## src/sv/rvs_pkg.sv

```systemverilog
`timescale 1ns / 1ps
// ----------------------------------------------------------------------------
// rvs_pkg
// Shared types, constants and helpers for the RRIP victim selector.
// ----------------------------------------------------------------------------
package rvs_pkg;

   localparam int DEFAULT_WAYS = 16;

   localparam int RRPV_W = 8;
   localparam int WAY_W  = 4;
   localparam int FP_W   = 8;
   localparam int WIU_W  = 5;
   localparam int BIT_W  = 3;
   localparam int CSR_W  = 8;

   localparam logic [RRPV_W-1:0] MAX_RRPV_RESET    = 8'd3;
   localparam logic [WIU_W-1:0]  WAYS_IN_USE_RESET = 5'd16;

   typedef enum logic [2:0] {
      ACT_AGE        = 3'd0,
      ACT_HIT        = 3'd1,
      ACT_FILL       = 3'd2,
      ACT_VICTIM     = 3'd3,
      ACT_INVALIDATE = 3'd4,
      ACT_INSERT     = 3'd5
   } action_type;

   typedef enum logic {
      CSR_MAX_RRPV    = 1'b0,
      CSR_WAYS_IN_USE = 1'b1
   } csr_index_type;

   typedef enum logic [2:0] {
      ST_IDLE,
      ST_AGE,
      ST_SCAN,
      ST_VFIN,
      ST_HOLD
   } state_type;

   typedef struct packed {
      logic [WAY_W-1:0] victim_way;
      logic             victim_valid;
      logic             insert_allowed;
   } result_type;

   // Counter given to a line filled from the last level cache without reuse
   // hints: the emptier the footprint, the further the predicted re-reference.
   function automatic logic [RRPV_W-1:0] density_rrpv(input logic [RRPV_W-1:0] top,
                                                      input logic [FP_W-1:0]   fp);
      logic [3:0]  pop;
      logic [3:0]  empty;
      logic [11:0] prod;
      pop = 4'd0;
      for (int i = 0; i < FP_W; i++) begin
         pop = pop + 4'(fp[i]);
      end
      empty = 4'd8 - pop;
      prod  = 12'(empty) * 12'(top);
      return prod[10:3];
   endfunction

endpackage

```

## src/sv/rvs_ctr_mem.sv

```systemverilog
`timescale 1ns / 1ps
// ----------------------------------------------------------------------------
// rvs_ctr_mem
// Synchronous counter store, one write and one registered read per cycle.
// ----------------------------------------------------------------------------
module rvs_ctr_mem #(
   parameter int WAYS = rvs_pkg::DEFAULT_WAYS
) (
   input  logic                        clock,
   input  logic                        rd_en,
   input  logic [$clog2(WAYS)-1:0]     rd_addr,
   output logic [rvs_pkg::RRPV_W-1:0]  rd_data,
   input  logic                        wr_en,
   input  logic [$clog2(WAYS)-1:0]     wr_addr,
   input  logic [rvs_pkg::RRPV_W-1:0]  wr_data
);

   logic [rvs_pkg::RRPV_W-1:0] mem [WAYS];
   logic [rvs_pkg::RRPV_W-1:0] rd_data_ff;

   always_ff @(posedge clock) begin
      if (wr_en) begin
         mem[wr_addr] <= wr_data;
      end
      if (rd_en) begin
         rd_data_ff <= mem[rd_addr];
      end
   end

   assign rd_data = rd_data_ff;

endmodule

```

## src/sv/rrip_victim_select_with_priority.sv

```systemverilog
`timescale 1ns / 1ps
// ----------------------------------------------------------------------------
// rrip_victim_select_with_priority
// Per-set RRIP replacement state with a low-priority mark per way.
// ----------------------------------------------------------------------------
//
//   channel | ports                        | direction | moves
//   --------+------------------------------+-----------+--------------------
//   req     | req_valid/req_stall + fields | in        | one item per action
//   rsp     | rsp_valid/rsp_stall + fields | out       | one result per item
//   csr     | csr_we/csr_index/csr_wdata   | in        | register writes
//
// Hit, fill, invalidate, insert check and an age with nothing to do put their
// result in the output register, or in the hold register if the output stalls.
// A victim request scans max(min(ways_in_use, WAYS), 1) ways of the counter memory,
// one way a cycle; an age with a pending gap sweeps every way by read-modify-write.
// Reset is synchronous; the counter memory needs no clearing pass.
// A new item is taken while a finished result still waits in the output
// register; the following result then holds until the output is taken.
// ----------------------------------------------------------------------------
module rrip_victim_select_with_priority #(
   parameter int WAYS = rvs_pkg::DEFAULT_WAYS
) (
   input  logic                        clock,
   input  logic                        reset,

   input  logic                        req_valid,
   output logic                        req_stall,
   input  logic [2:0]                  req_action,
   input  logic [rvs_pkg::WAY_W-1:0]   req_way,
   input  logic [rvs_pkg::FP_W-1:0]    req_footprint,
   input  logic                        req_from_llc,
   input  logic                        req_high_reuse,
   input  logic                        req_hub_node,
   input  logic                        req_accessed_before,
   input  logic [rvs_pkg::BIT_W-1:0]   req_bit_index,

   output logic                        rsp_valid,
   input  logic                        rsp_stall,
   output logic [rvs_pkg::WAY_W-1:0]   rsp_victim_way,
   output logic                        rsp_victim_valid,
   output logic                        rsp_insert_allowed,

   input  logic                        csr_we,
   input  logic                        csr_index,
   input  logic [rvs_pkg::CSR_W-1:0]   csr_wdata
);

   localparam int IDX_W = $clog2(WAYS);
   localparam int CNT_W = $clog2(WAYS + 1);
   localparam int R_W   = rvs_pkg::RRPV_W;

   rvs_pkg::state_type     state_ff, state_in;
   logic                   rsp_valid_ff, rsp_valid_in;
   rvs_pkg::result_type    rsp_ff, rsp_in;
   rvs_pkg::result_type    hold_ff, hold_in;

   logic [WAYS-1:0]        invalid_ff, invalid_in;
   logic [WAYS-1:0]        mark_ff, mark_in;
   logic [R_W-1:0]         gap_ff, gap_in;
   logic                   gap_pending_ff, gap_pending_in;
   logic [R_W-1:0]         max_rrpv_ff, max_rrpv_in;
   logic [rvs_pkg::WIU_W-1:0] wiu_ff, wiu_in;

   logic [IDX_W-1:0]       addr_ff, addr_in;
   logic                   iss_ff, iss_in;
   logic                   ev_vld_ff, ev_vld_in;
   logic                   ev_last_ff, ev_last_in;
   logic [IDX_W-1:0]       ev_idx_ff, ev_idx_in;

   logic                   lp_found_ff, lp_found_in;
   logic [IDX_W-1:0]       lp_idx_ff, lp_idx_in;
   logic [R_W-1:0]         lp_ctr_ff, lp_ctr_in;
   logic                   any_found_ff, any_found_in;
   logic [IDX_W-1:0]       any_idx_ff, any_idx_in;
   logic [R_W-1:0]         any_ctr_ff, any_ctr_in;
   logic [R_W-1:0]         ctr0_ff, ctr0_in;

   logic                   rd_en;
   logic [IDX_W-1:0]       rd_addr;
   logic [R_W-1:0]         rd_data;
   logic                   wr_en;
   logic [IDX_W-1:0]       wr_addr;
   logic [R_W-1:0]         wr_data;

   rvs_ctr_mem #(.WAYS(WAYS)) u_ctr_mem (
      .clock   (clock),
      .rd_en   (rd_en),
      .rd_addr (rd_addr),
      .rd_data (rd_data),
      .wr_en   (wr_en),
      .wr_addr (wr_addr),
      .wr_data (wr_data)
   );

   always_comb begin
      logic                accept;
      logic                out_free;
      logic                finish;
      rvs_pkg::result_type res;
      logic                wok;
      logic [IDX_W-1:0]    way_sel;
      logic [R_W-1:0]      top;
      logic [R_W-1:0]      fill_val;
      logic                hub_plain;
      logic [CNT_W-1:0]    n_srch;
      logic [CNT_W-1:0]    n_eff;
      logic [IDX_W-1:0]    lim_m1;
      logic [R_W:0]        sum;
      logic [R_W-1:0]      aged;
      logic                in_rng;
      logic                ev_ok;
      logic [IDX_W-1:0]    cand;
      logic [R_W-1:0]      cand_ctr;
      logic                cand_ok;
      logic [R_W-1:0]      headroom;
      logic                fp_bit;

      state_in       = state_ff;
      rsp_valid_in   = rsp_valid_ff;
      rsp_in         = rsp_ff;
      hold_in        = hold_ff;
      invalid_in     = invalid_ff;
      mark_in        = mark_ff;
      gap_in         = gap_ff;
      gap_pending_in = gap_pending_ff;
      max_rrpv_in    = max_rrpv_ff;
      wiu_in         = wiu_ff;
      addr_in        = addr_ff;
      iss_in         = iss_ff;
      ev_vld_in      = 1'b0;
      ev_last_in     = 1'b0;
      ev_idx_in      = addr_ff;
      lp_found_in    = lp_found_ff;
      lp_idx_in      = lp_idx_ff;
      lp_ctr_in      = lp_ctr_ff;
      any_found_in   = any_found_ff;
      any_idx_in     = any_idx_ff;
      any_ctr_in     = any_ctr_ff;
      ctr0_in        = ctr0_ff;
      rd_en          = 1'b0;
      rd_addr        = addr_ff;
      wr_en          = 1'b0;
      wr_addr        = ev_idx_ff;
      wr_data        = rd_data;
      finish         = 1'b0;
      res            = '0;

      accept    = req_valid && !req_stall;
      out_free  = !rsp_valid_ff || !rsp_stall;
      if (rsp_valid_ff && !rsp_stall) begin
         rsp_valid_in = 1'b0;
      end

      wok       = 32'(req_way) < 32'(WAYS);
      way_sel   = IDX_W'(req_way);
      top       = (max_rrpv_ff != '0) ? max_rrpv_ff - 1'b1 : '0;
      hub_plain = req_hub_node && !req_high_reuse;
      if (req_from_llc) begin
         if (req_high_reuse) begin
            fill_val = top;
         end else if (req_accessed_before) begin
            fill_val = '0;
         end else begin
            fill_val = rvs_pkg::density_rrpv(top, req_footprint);
         end
      end else begin
         fill_val = hub_plain ? '0 : top;
      end
      fp_bit = req_footprint[req_bit_index];

      n_srch = (32'(wiu_ff) < 32'(WAYS)) ? CNT_W'(wiu_ff) : CNT_W'(WAYS);
      // Way 0 is always read so that its counter is known when no way is
      // searched.
      n_eff  = (n_srch == '0) ? CNT_W'(1) : n_srch;
      lim_m1 = IDX_W'(n_eff - 1'b1);

      sum  = {1'b0, rd_data} + {1'b0, gap_ff};
      aged = (invalid_ff[ev_idx_ff] || (sum > {1'b0, max_rrpv_ff})) ?
             max_rrpv_ff : sum[R_W-1:0];

      in_rng = CNT_W'(ev_idx_ff) < n_srch;
      ev_ok  = in_rng && !invalid_ff[ev_idx_ff];

      cand     = '0;
      cand_ctr = ctr0_ff;
      if (lp_found_ff) begin
         cand     = lp_idx_ff;
         cand_ctr = lp_ctr_ff;
      end else if (any_found_ff) begin
         cand     = any_idx_ff;
         cand_ctr = any_ctr_ff;
      end
      cand_ok  = !invalid_ff[cand];
      headroom = max_rrpv_ff - cand_ctr;

      unique case (state_ff)
         rvs_pkg::ST_IDLE: begin
            if (accept) begin
               case (req_action)
                  rvs_pkg::ACT_AGE: begin
                     // The gap stays in place during the sweep, which uses it.
                     if (gap_pending_ff && (gap_ff < max_rrpv_ff)) begin
                        addr_in  = '0;
                        iss_in   = 1'b1;
                        state_in = rvs_pkg::ST_AGE;
                     end else begin
                        gap_in         = '0;
                        gap_pending_in = 1'b0;
                        finish         = 1'b1;
                     end
                  end
                  rvs_pkg::ACT_HIT: begin
                     if (wok) begin
                        wr_en               = 1'b1;
                        wr_addr             = way_sel;
                        wr_data             = '0;
                        invalid_in[way_sel] = 1'b0;
                     end
                     finish = 1'b1;
                  end
                  rvs_pkg::ACT_FILL: begin
                     if (wok) begin
                        wr_en               = 1'b1;
                        wr_addr             = way_sel;
                        wr_data             = fill_val;
                        invalid_in[way_sel] = 1'b0;
                        mark_in[way_sel]    = !hub_plain;
                     end
                     finish = 1'b1;
                  end
                  rvs_pkg::ACT_VICTIM: begin
                     addr_in      = '0;
                     iss_in       = 1'b1;
                     lp_found_in  = 1'b0;
                     any_found_in = 1'b0;
                     state_in     = rvs_pkg::ST_SCAN;
                  end
                  rvs_pkg::ACT_INVALIDATE: begin
                     if (wok) begin
                        invalid_in[way_sel] = 1'b1;
                     end
                     finish = 1'b1;
                  end
                  rvs_pkg::ACT_INSERT: begin
                     res.insert_allowed = !req_high_reuse && !(req_hub_node && !fp_bit);
                     finish             = 1'b1;
                  end
                  default: begin
                     finish = 1'b1;
                  end
               endcase
            end
         end

         rvs_pkg::ST_AGE: begin
            if (iss_ff) begin
               rd_en      = 1'b1;
               ev_vld_in  = 1'b1;
               ev_last_in = (addr_ff == IDX_W'(WAYS - 1));
               if (addr_ff == IDX_W'(WAYS - 1)) begin
                  iss_in = 1'b0;
               end else begin
                  addr_in = addr_ff + 1'b1;
               end
            end
            if (ev_vld_ff) begin
               wr_en   = 1'b1;
               wr_addr = ev_idx_ff;
               wr_data = aged;
            end
            if (ev_last_ff) begin
               invalid_in     = '0;
               gap_in         = '0;
               gap_pending_in = 1'b0;
               finish         = 1'b1;
            end
         end

         rvs_pkg::ST_SCAN: begin
            if (iss_ff) begin
               rd_en      = 1'b1;
               ev_vld_in  = 1'b1;
               ev_last_in = (addr_ff == lim_m1);
               if (addr_ff == lim_m1) begin
                  iss_in = 1'b0;
               end else begin
                  addr_in = addr_ff + 1'b1;
               end
            end
            if (ev_vld_ff) begin
               if (ev_idx_ff == '0) begin
                  ctr0_in = rd_data;
               end
               // Strictly greater keeps the lowest index among equal counters.
               if (ev_ok && mark_ff[ev_idx_ff] && (!lp_found_ff || rd_data > lp_ctr_ff)) begin
                  lp_found_in = 1'b1;
                  lp_idx_in   = ev_idx_ff;
                  lp_ctr_in   = rd_data;
               end
               if (ev_ok && (!any_found_ff || rd_data > any_ctr_ff)) begin
                  any_found_in = 1'b1;
                  any_idx_in   = ev_idx_ff;
                  any_ctr_in   = rd_data;
               end
               if (ev_last_ff) begin
                  state_in = rvs_pkg::ST_VFIN;
               end
            end
         end

         rvs_pkg::ST_VFIN: begin
            if (cand_ok && (cand_ctr < max_rrpv_ff)) begin
               if (!gap_pending_ff || (headroom < gap_ff)) begin
                  gap_in = headroom;
               end
               gap_pending_in = 1'b1;
            end
            res.victim_way   = rvs_pkg::WAY_W'(cand);
            res.victim_valid = cand_ok;
            finish           = 1'b1;
         end

         rvs_pkg::ST_HOLD: begin
            if (out_free) begin
               rsp_valid_in = 1'b1;
               rsp_in       = hold_ff;
               state_in     = rvs_pkg::ST_IDLE;
            end
         end

         default: begin
            state_in = rvs_pkg::ST_IDLE;
         end
      endcase

      if (finish) begin
         if (out_free) begin
            rsp_valid_in = 1'b1;
            rsp_in       = res;
            state_in     = rvs_pkg::ST_IDLE;
         end else begin
            hold_in  = res;
            state_in = rvs_pkg::ST_HOLD;
         end
      end

      if (csr_we) begin
         unique case (csr_index)
            rvs_pkg::CSR_MAX_RRPV:    max_rrpv_in = csr_wdata;
            rvs_pkg::CSR_WAYS_IN_USE: wiu_in      = csr_wdata[rvs_pkg::WIU_W-1:0];
            default: ;
         endcase
      end
   end

   always_ff @(posedge clock) begin
      if (reset) begin
         state_ff       <= rvs_pkg::ST_IDLE;
         rsp_valid_ff   <= 1'b0;
         invalid_ff     <= '1;
         mark_ff        <= '0;
         gap_ff         <= '0;
         gap_pending_ff <= 1'b0;
         max_rrpv_ff    <= rvs_pkg::MAX_RRPV_RESET;
         wiu_ff         <= rvs_pkg::WAYS_IN_USE_RESET;
         iss_ff         <= 1'b0;
         ev_vld_ff      <= 1'b0;
         ev_last_ff     <= 1'b0;
      end else begin
         state_ff       <= state_in;
         rsp_valid_ff   <= rsp_valid_in;
         invalid_ff     <= invalid_in;
         mark_ff        <= mark_in;
         gap_ff         <= gap_in;
         gap_pending_ff <= gap_pending_in;
         max_rrpv_ff    <= max_rrpv_in;
         wiu_ff         <= wiu_in;
         iss_ff         <= iss_in;
         ev_vld_ff      <= ev_vld_in;
         ev_last_ff     <= ev_last_in;
      end
   end

   always_ff @(posedge clock) begin
      rsp_ff       <= rsp_in;
      hold_ff      <= hold_in;
      addr_ff      <= addr_in;
      ev_idx_ff    <= ev_idx_in;
      lp_found_ff  <= lp_found_in;
      lp_idx_ff    <= lp_idx_in;
      lp_ctr_ff    <= lp_ctr_in;
      any_found_ff <= any_found_in;
      any_idx_ff   <= any_idx_in;
      any_ctr_ff   <= any_ctr_in;
      ctr0_ff      <= ctr0_in;
   end

   assign req_stall          = (state_ff != rvs_pkg::ST_IDLE);
   assign rsp_valid          = rsp_valid_ff;
   assign rsp_victim_way     = rsp_ff.victim_way;
   assign rsp_victim_valid   = rsp_ff.victim_valid;
   assign rsp_insert_allowed = rsp_ff.insert_allowed;

endmodule
```

## config.mk

```make
export PLATFORM = sky130hd
export DESIGN_NAME = rrip_victim_select_with_priority
export DESIGN_NICKNAME = d
export VERILOG_FILES = /design/src/sv/rvs_pkg.sv /design/src/sv/rvs_ctr_mem.sv /design/src/sv/rrip_victim_select_with_priority.sv
export SDC_FILE = /design/constraint.sdc
export NUM_CORES = 1
export LEC_CHECK = 0
export BUFFER_PORTS_ARGS = -buffer_cell sky130_fd_sc_hd__buf_2
export CAP_MARGIN = 5
export CORE_MARGIN = 2
export CORE_UTILIZATION = 40
export DETAILED_ROUTE_END_ITERATION = 16
export PLACE_DENSITY = 0.6
export SETUP_SLACK_MARGIN = 0.3
export SLEW_MARGIN = 20
export SYNTH_ARGS = -nofsm -noshare
export SYNTH_HDL_FRONTEND = slang
export SYNTH_SLANG_ARGS = --single-unit
```

## constraint.sdc

```tcl
create_clock -name clock -period 6.8 [get_ports clock]
set_clock_uncertainty 0.05 [all_clocks]
set_input_delay 0.68 -clock clock [delete_from_list [all_inputs] [get_ports clock]]
set_output_delay 0.68 -clock clock [all_outputs]
set_load 0.03 [all_outputs]
```

==> results of run 1 <==
[per-stage QoR]
| step | utilization | hold slack (ns) | std cells |
|---|---|---|---|
| 4_1_cts | 0.455 | 0.322 | 1718 |
| 3_3_place_gp | 0.429 | 0.417 | 1667 |
| 2_1_floorplan | - | 0.322 | 1218 |
| 6_report | 0.457 | 0.347 | 1720 |
| 3_5_place_dp | 0.429 | 0.433 | 1667 |
| 5_1_grt | 0.457 | 0.341 | 1719 |
[cell usage in the layout (no fill, tap or decap), types with 23 or more instances in the layout]
cell       synthesis  final
nor2_1            91     90
mux4_2            27     27
mux2i_1           73     73
a211oi_1          24     24
ha_1              77     77
nor3_1            23     23
a21oi_1           72     72
clkbuf_16          0     28
inv_1             75     75
o21ai_0           51     50
dfxtp_1           71     71
edfxtp_1         180    180
nand2_1          101    101
buf_2              2     43
[power by group]
part	total [mW]	switching, mW	internal, mW
Combinational	0.384	0.234	0.150
Sequential	1.67	0.0254	1.65
Clock	1.46	0.617	0.843
[cell families (layout without fill, tap and decap cells)]
logic type	after synthesis	in the layout	synth area share
other	0	2	0
adders and majority gates	95	95	0.0963
AOI/OAI and AO/OA	273	273	0.130
buffers and inverters	129	181	0.0365
muxes	108	108	0.104
DFF	251	251	0.497
xor gates and xnor gates	29	29	0.0185
and+or+nand+nor	333	333	0.118
[registers in the layout (all words and copies together) (netlist names), 5 cells and up]
signal and count:
any_ctr_ff 8, ctr0_ff 8, gap_ff 8, hold_ff 6, invalid_ff 16, lp_ctr_ff 8
mark_ff 16, max_rrpv_ff 8, u_ctr_mem.mem 128, u_ctr_mem.rd_data 8, wiu_ff 5
[worst max-delay path: cells and delay by family]
kind,cells,cell delay [ns]
adders and majority gates,7,3.22
buffers and inverters,5,0.52
and+or+nand+nor,2,0.59
AOI/OAI and AO/OA,5,1.02
xor gates and xnor gates,1,0.16
[worst paths after layout]
path | start | endpoint | slack [ns]
worst max-delay path | req_footprint[4] | u_ctr_mem.mem[10][7] | 0.86
worst min-delay path | csr_wdata[7] | max_rrpv_ff[7] | 0.35
worst max register to register | max_rrpv_ff[0] | u_ctr_mem.mem[10][7] | 1.28
worst min register to register | rsp_insert_allowed | rsp_insert_allowed | 0.44
[cell type report]
| type | count | area [µm²] |
|---|---|---|
| fill | 3146 | 18300 |
| sequential | 251 | 6830 |
| multi-input combinational | 838 | 6530 |
| clock buffer | 32 | 726 |
| tap | 448 | 561 |
| timing repair buffer | 54 | 298 |
| inverter | 76 | 285 |
| clock inverter | 19 | 171 |
| antenna | 2 | 5.00 |
[layer usage]
metal	track usage	vias to the layer above	share of wire
li1	-	4622	-
met2	0.332	268	0.48
met5	0	-	0
met1	0.261	4798	0.44
met4	0.0707	0	0.036
met3	0.0247	70	0.049
==> flow_metrics.tcl, run 1 <==
set metrics [dict create \
    setup_ws_ns 0.863 \
    rsz0062_at_grt "no" \
    ys_seq_area_frac 0.497 \
    placed_cell_area_um2 14400 \
    worstSetupStartpointType "input pin" \
    start_util 0.408 \
    pin_count 44 \
    cts_setup_buffers 0 \
    slew_headroom 0.278 \
    worst-endpoint-arrival_ns 6.18 \
    timing.final.crit_share 0.873 \
    drt_iter0_drc 772 \
    fp.dieW_um 189 \
    dp_slack_ns 0.279 \
    power_density_nw_per_um2 228 \
    yosys-top-cells-area "edfxtp_1, dfxtp_1, ha_1" \
    antenna_left 0 \
    outcome "complete, no violations" \
    antenna_found_initial 4 \
    yosysUniqueCellTypes 63 \
    synth_flop_cell "edfxtp_1" \
    synth_common_cells "edfxtp_1, nand2_1, nor2_1, ha_1, inv_1" \
    io_buffers 43 \
    irDropWorstVdd_mv 0.184 \
    final_nets 1380 \
    rows 67 \
    crit_required_ns 7.05 \
    core-area_um2 33700 \
    dr_total_vias 9758 \
    grt_pass1_vias 9674 \
    max_stage_delay_ns 0.53 \
    finalSetupViolCount 0 \
    die_y_um 189 \
    synth_top_area_cell "edfxtp_1" \
    hold_buffers 0 \
    synth_area_um2 13700 \
    yosys_warnings 0 \
    p_total_mw 3.52 \
    cts_buffer_depth 3 \
    yosysMostFrequentCell "edfxtp_1" \
    htree_levels 1 \
    timing.hold.worst_path_depth 3 \
    fin_area_um2 15400 \
    cts_tree "yes" \
    critPathMaxFanout 16 \
    area_growth_pct 12.0 \
    hold_violations 0 \
    dr.pass1.iters 5 \
    clkLatencyLatePin_ns 0.56 \
    clk_pin_slew_ns 0.06 \
    syn_nets 1349 \
    reg2reg_depth 18 \
    grt_first_pass_wirelength_um 55100 \
    drive_above_1_share 0.113 \
    yosys_register_bits 251 \
    hpwl_um 25200 \
    final_max_slew_viol_count 0 \
    synthArstFlopShare 0 \
    post_synth.cell_area_avg_um2 11.3 \
    worstMarginPinSlew_ns 1.08 \
    cpMostUsedCell "fa_1" \
    numCtsBuffers 28 \
    cap_violations 0 \
    drc_errors 0 \
    wl_per_cell_um 20.5 \
    cts_resized 0 \
    grt-ovfl-total 0 \
    synth_edf_count 180 \
    grt_start_max_net_pins 54 \
    p_leak_nw 5.90 \
    end_kind "flip-flop" \
    tns_ns 0 \
    syn-instance-count 1218 \
    place.gp.congestion 0.869 \
    cts-root-buf "clkbuf_16" \
    crit_type "in -> reg" \
    crit_slowest_cell "fa_1" \
    max_freq_ghz 0.168 \
    wl_um 35300 \
    cts_sinks 251 \
    cp_cell_sequence "buf_2 -> fa_1 -> inv_1 -> ha_1 -> fa_1 -> inv_1 -> fa_1 -> or3_1 -> fa_1 -> inv_1 -> fa_1 -> fa_1 -> a21o_1 -> a221oi_1 -> a21oi_1 -> xnor2_1 -> and3_1 -> o21ai_0 -> o211ai_1 -> buf_4" \
    vias_per_cell 5.67 \
    hold_class "in -> reg" \
    track_usage 0.197 \
    period_minus_slack_ns 5.94 \
    netlist.area_leader.share 0.393 \
    dieArea_um2 35900 \
]
No activity file was read; power rests on OpenSTA's default activity.
==> run 2: changes to the inputs <==
CORE_MARGIN = 5   (was 2)
==> flow_metrics.tcl, run 2 (synthesis gave the netlist of run 1 again) <==
set metrics [dict create \
    outcome "complete, no violations" \
    irDropWorstVdd_mv 0.169 \
    min_to "max_rrpv_ff[5]" \
    cts_tree "yes" \
    hold_violations 0 \
    cap_violations 0 \
    io_buffers 43 \
    num-fill-cells 3114 \
    p_leak_nw 5.94 \
    tns_ns 0 \
    grt-ovfl-total 0 \
    core-area_um2 33700 \
    cts_setup_buffers 0 \
    worst-endpoint-arrival_ns 6.09 \
    reg2reg_depth 17 \
    track_usage 0.185 \
    grt_pass1_vias 9563 \
    clkLatencyLatePin_ns 0.56 \
    final-seq-area_um2 6830 \
    cts_resized 0 \
    numCtsBuffers 28 \
    drt_iter0_drc 775 \
    worstMarginPinSlew_ns 1.10 \
    multiInputGateArea_um2 6520 \
    hp-start "csr_wdata[5]" \
    clk_pin_slew_ns 0.06 \
    dr_total_vias 9711 \
    crit_required_ns 6.93 \
    wl_um 35900 \
    hold_buffers 0 \
    p_total_mw 3.52 \
    cts_sinks 251 \
    final_common_cell "edfxtp_1" \
    drc_errors 0 \
    rows 67 \
    slew_headroom 0.265 \
    top_register "u_ctr_mem.mem" \
    antenna_left 0 \
    period_minus_slack_ns 5.96 \
    area_growth_pct 12.4 \
    cts_buffer_depth 3 \
    die_y_um 195 \
    start_util 0.408 \
    antenna_found_initial 4 \
    grt_first_pass_wirelength_um 56000 \
    drive_above_1_share 0.118 \
    largest_register_ffs 128 \
    worstSetupStartpointType "input pin" \
    dr.pass1.iters 6 \
    top_regs "u_ctr_mem.mem x128, invalid_ff x16, mark_ff x16" \
    hold_class "in -> reg" \
    end_kind "flip-flop" \
    grt_start_max_net_pins 56 \
    power_density_nw_per_um2 228 \
    max_freq_ghz 0.168 \
    timing.final.crit_share 0.877 \
    critPathMaxFanout 16 \
    final_cell_mix "edfxtp_1, nand2_1, nor2_1, ha_1, inv_1" \
    vias_per_cell 5.63 \
    rsz0062_at_grt "no" \
    r2r-start "max_rrpv_ff[0]" \
    wl_per_cell_um 20.8 \
    crit_type "in -> reg" \
    timing.hold.worst_path_depth 3 \
    finalSetupViolCount 0 \
    worst_r2r_endpoint "u_ctr_mem.mem[0][5]" \
    pin_count 44 \
    final_nets 1385 \
    dieArea_um2 38200 \
    place.gp.congestion 0.879 \
    htree_levels 1 \
    fp.dieW_um 195 \
    hpwl_um 25600 \
    final_max_slew_viol_count 0 \
    cts-root-buf "clkbuf_16" \
    rrSetupSlack_ns 1.24 \
]
-- run 2: changes by cell type in the layout (fill, tap and decap cells not counted), sizes merged --
cell | previous run | this run
clkinv | 14 | 10
bufinv | 2 | 1
buf | 54 | 59
clkinvlp | 3 | 1
diode | 2 | 1
clkbuf | 32 | 40
-- run 2: worst max-delay path by stage --
| stage | from | depth (start not counted) | end | slack, ns |
|---|---|---|---|---|
| 5_1_grt | req_footprint[4] | 21 | u_ctr_mem.mem[0][5] | 0.49 |
| 6_report | req_footprint[4] | 19 | u_ctr_mem.mem[0][5] | 0.84 |
| 3_3_place_gp | req_footprint[4] | 20 | u_ctr_mem.mem[9][7] | 0.36 |
| 2_1_floorplan | req_footprint[4] | 18 | u_ctr_mem.mem[0][5] | 0.49 |
| 4_1_cts | req_footprint[4] | 19 | u_ctr_mem.mem[3][5] | 0.87 |
| 3_5_place_dp | req_footprint[4] | 19 | u_ctr_mem.mem[0][5] | 0.30 |
-- run 2: stage by stage --
step / util / hold slack [ns] / std cells / setup slack (ns) / cell area [µm²]
after floorplan: - / 0.322 / 1218 / 0.490 / 13700
after global placement: 0.430 / 0.417 / 1672 / 0.358 / 14500
after detailed placement: 0.430 / 0.427 / 1672 / 0.297 / 14500
after CTS: 0.457 / 0.313 / 1724 / 0.868 / 15400
after global routing: 0.458 / 0.324 / 1725 / 0.492 / 15400
final: 0.458 / 0.334 / 1725 / 0.839 / 15400
-- run 2: worst max-delay path: stages --
cell and delay, ns:
buf_2 0.12, fa_1 0.53, inv_1 0.05, ha_1 0.20
fa_1 0.51, inv_1 0.06, fa_1 0.48, or3_1 0.40
fa_1 0.51, inv_1 0.06, fa_1 0.53, fa_1 0.48
a21o_1 0.21, a221oi_1 0.41, xnor2_1 0.12, nand2_1 0.07
o21ai_0 0.08, a22oi_1 0.22, o311ai_2 0.36
-- run 2: cell type report --
class / count / share of cell area
clock inverter: 12 / 0.00737
timing repair buffer: 59 / 0.0217
inverter: 76 / 0.0185
antenna: 1 / 0.000162
multi-input combinational: 838 / 0.422
clock buffer: 40 / 0.0516
tap: 448 / 0.0363
sequential: 251 / 0.442
-- run 2: routing by layer --
layer  global-route usage  vias up  wire length, µm
met5                    0        -               27
met4               0.0574        4             1260
met3               0.0245       65             1650
met2                0.298      235            16700
met1                0.261     4788            16300
li1                     -     4619                -
-- run 2: where the power goes --
group | switching, mW | internal [mW] | leakage, nW
Clock | 0.608 | 0.857 | 0.443
Sequential | 0.0238 | 1.65 | 2.20
Combinational | 0.233 | 0.150 | 3.30
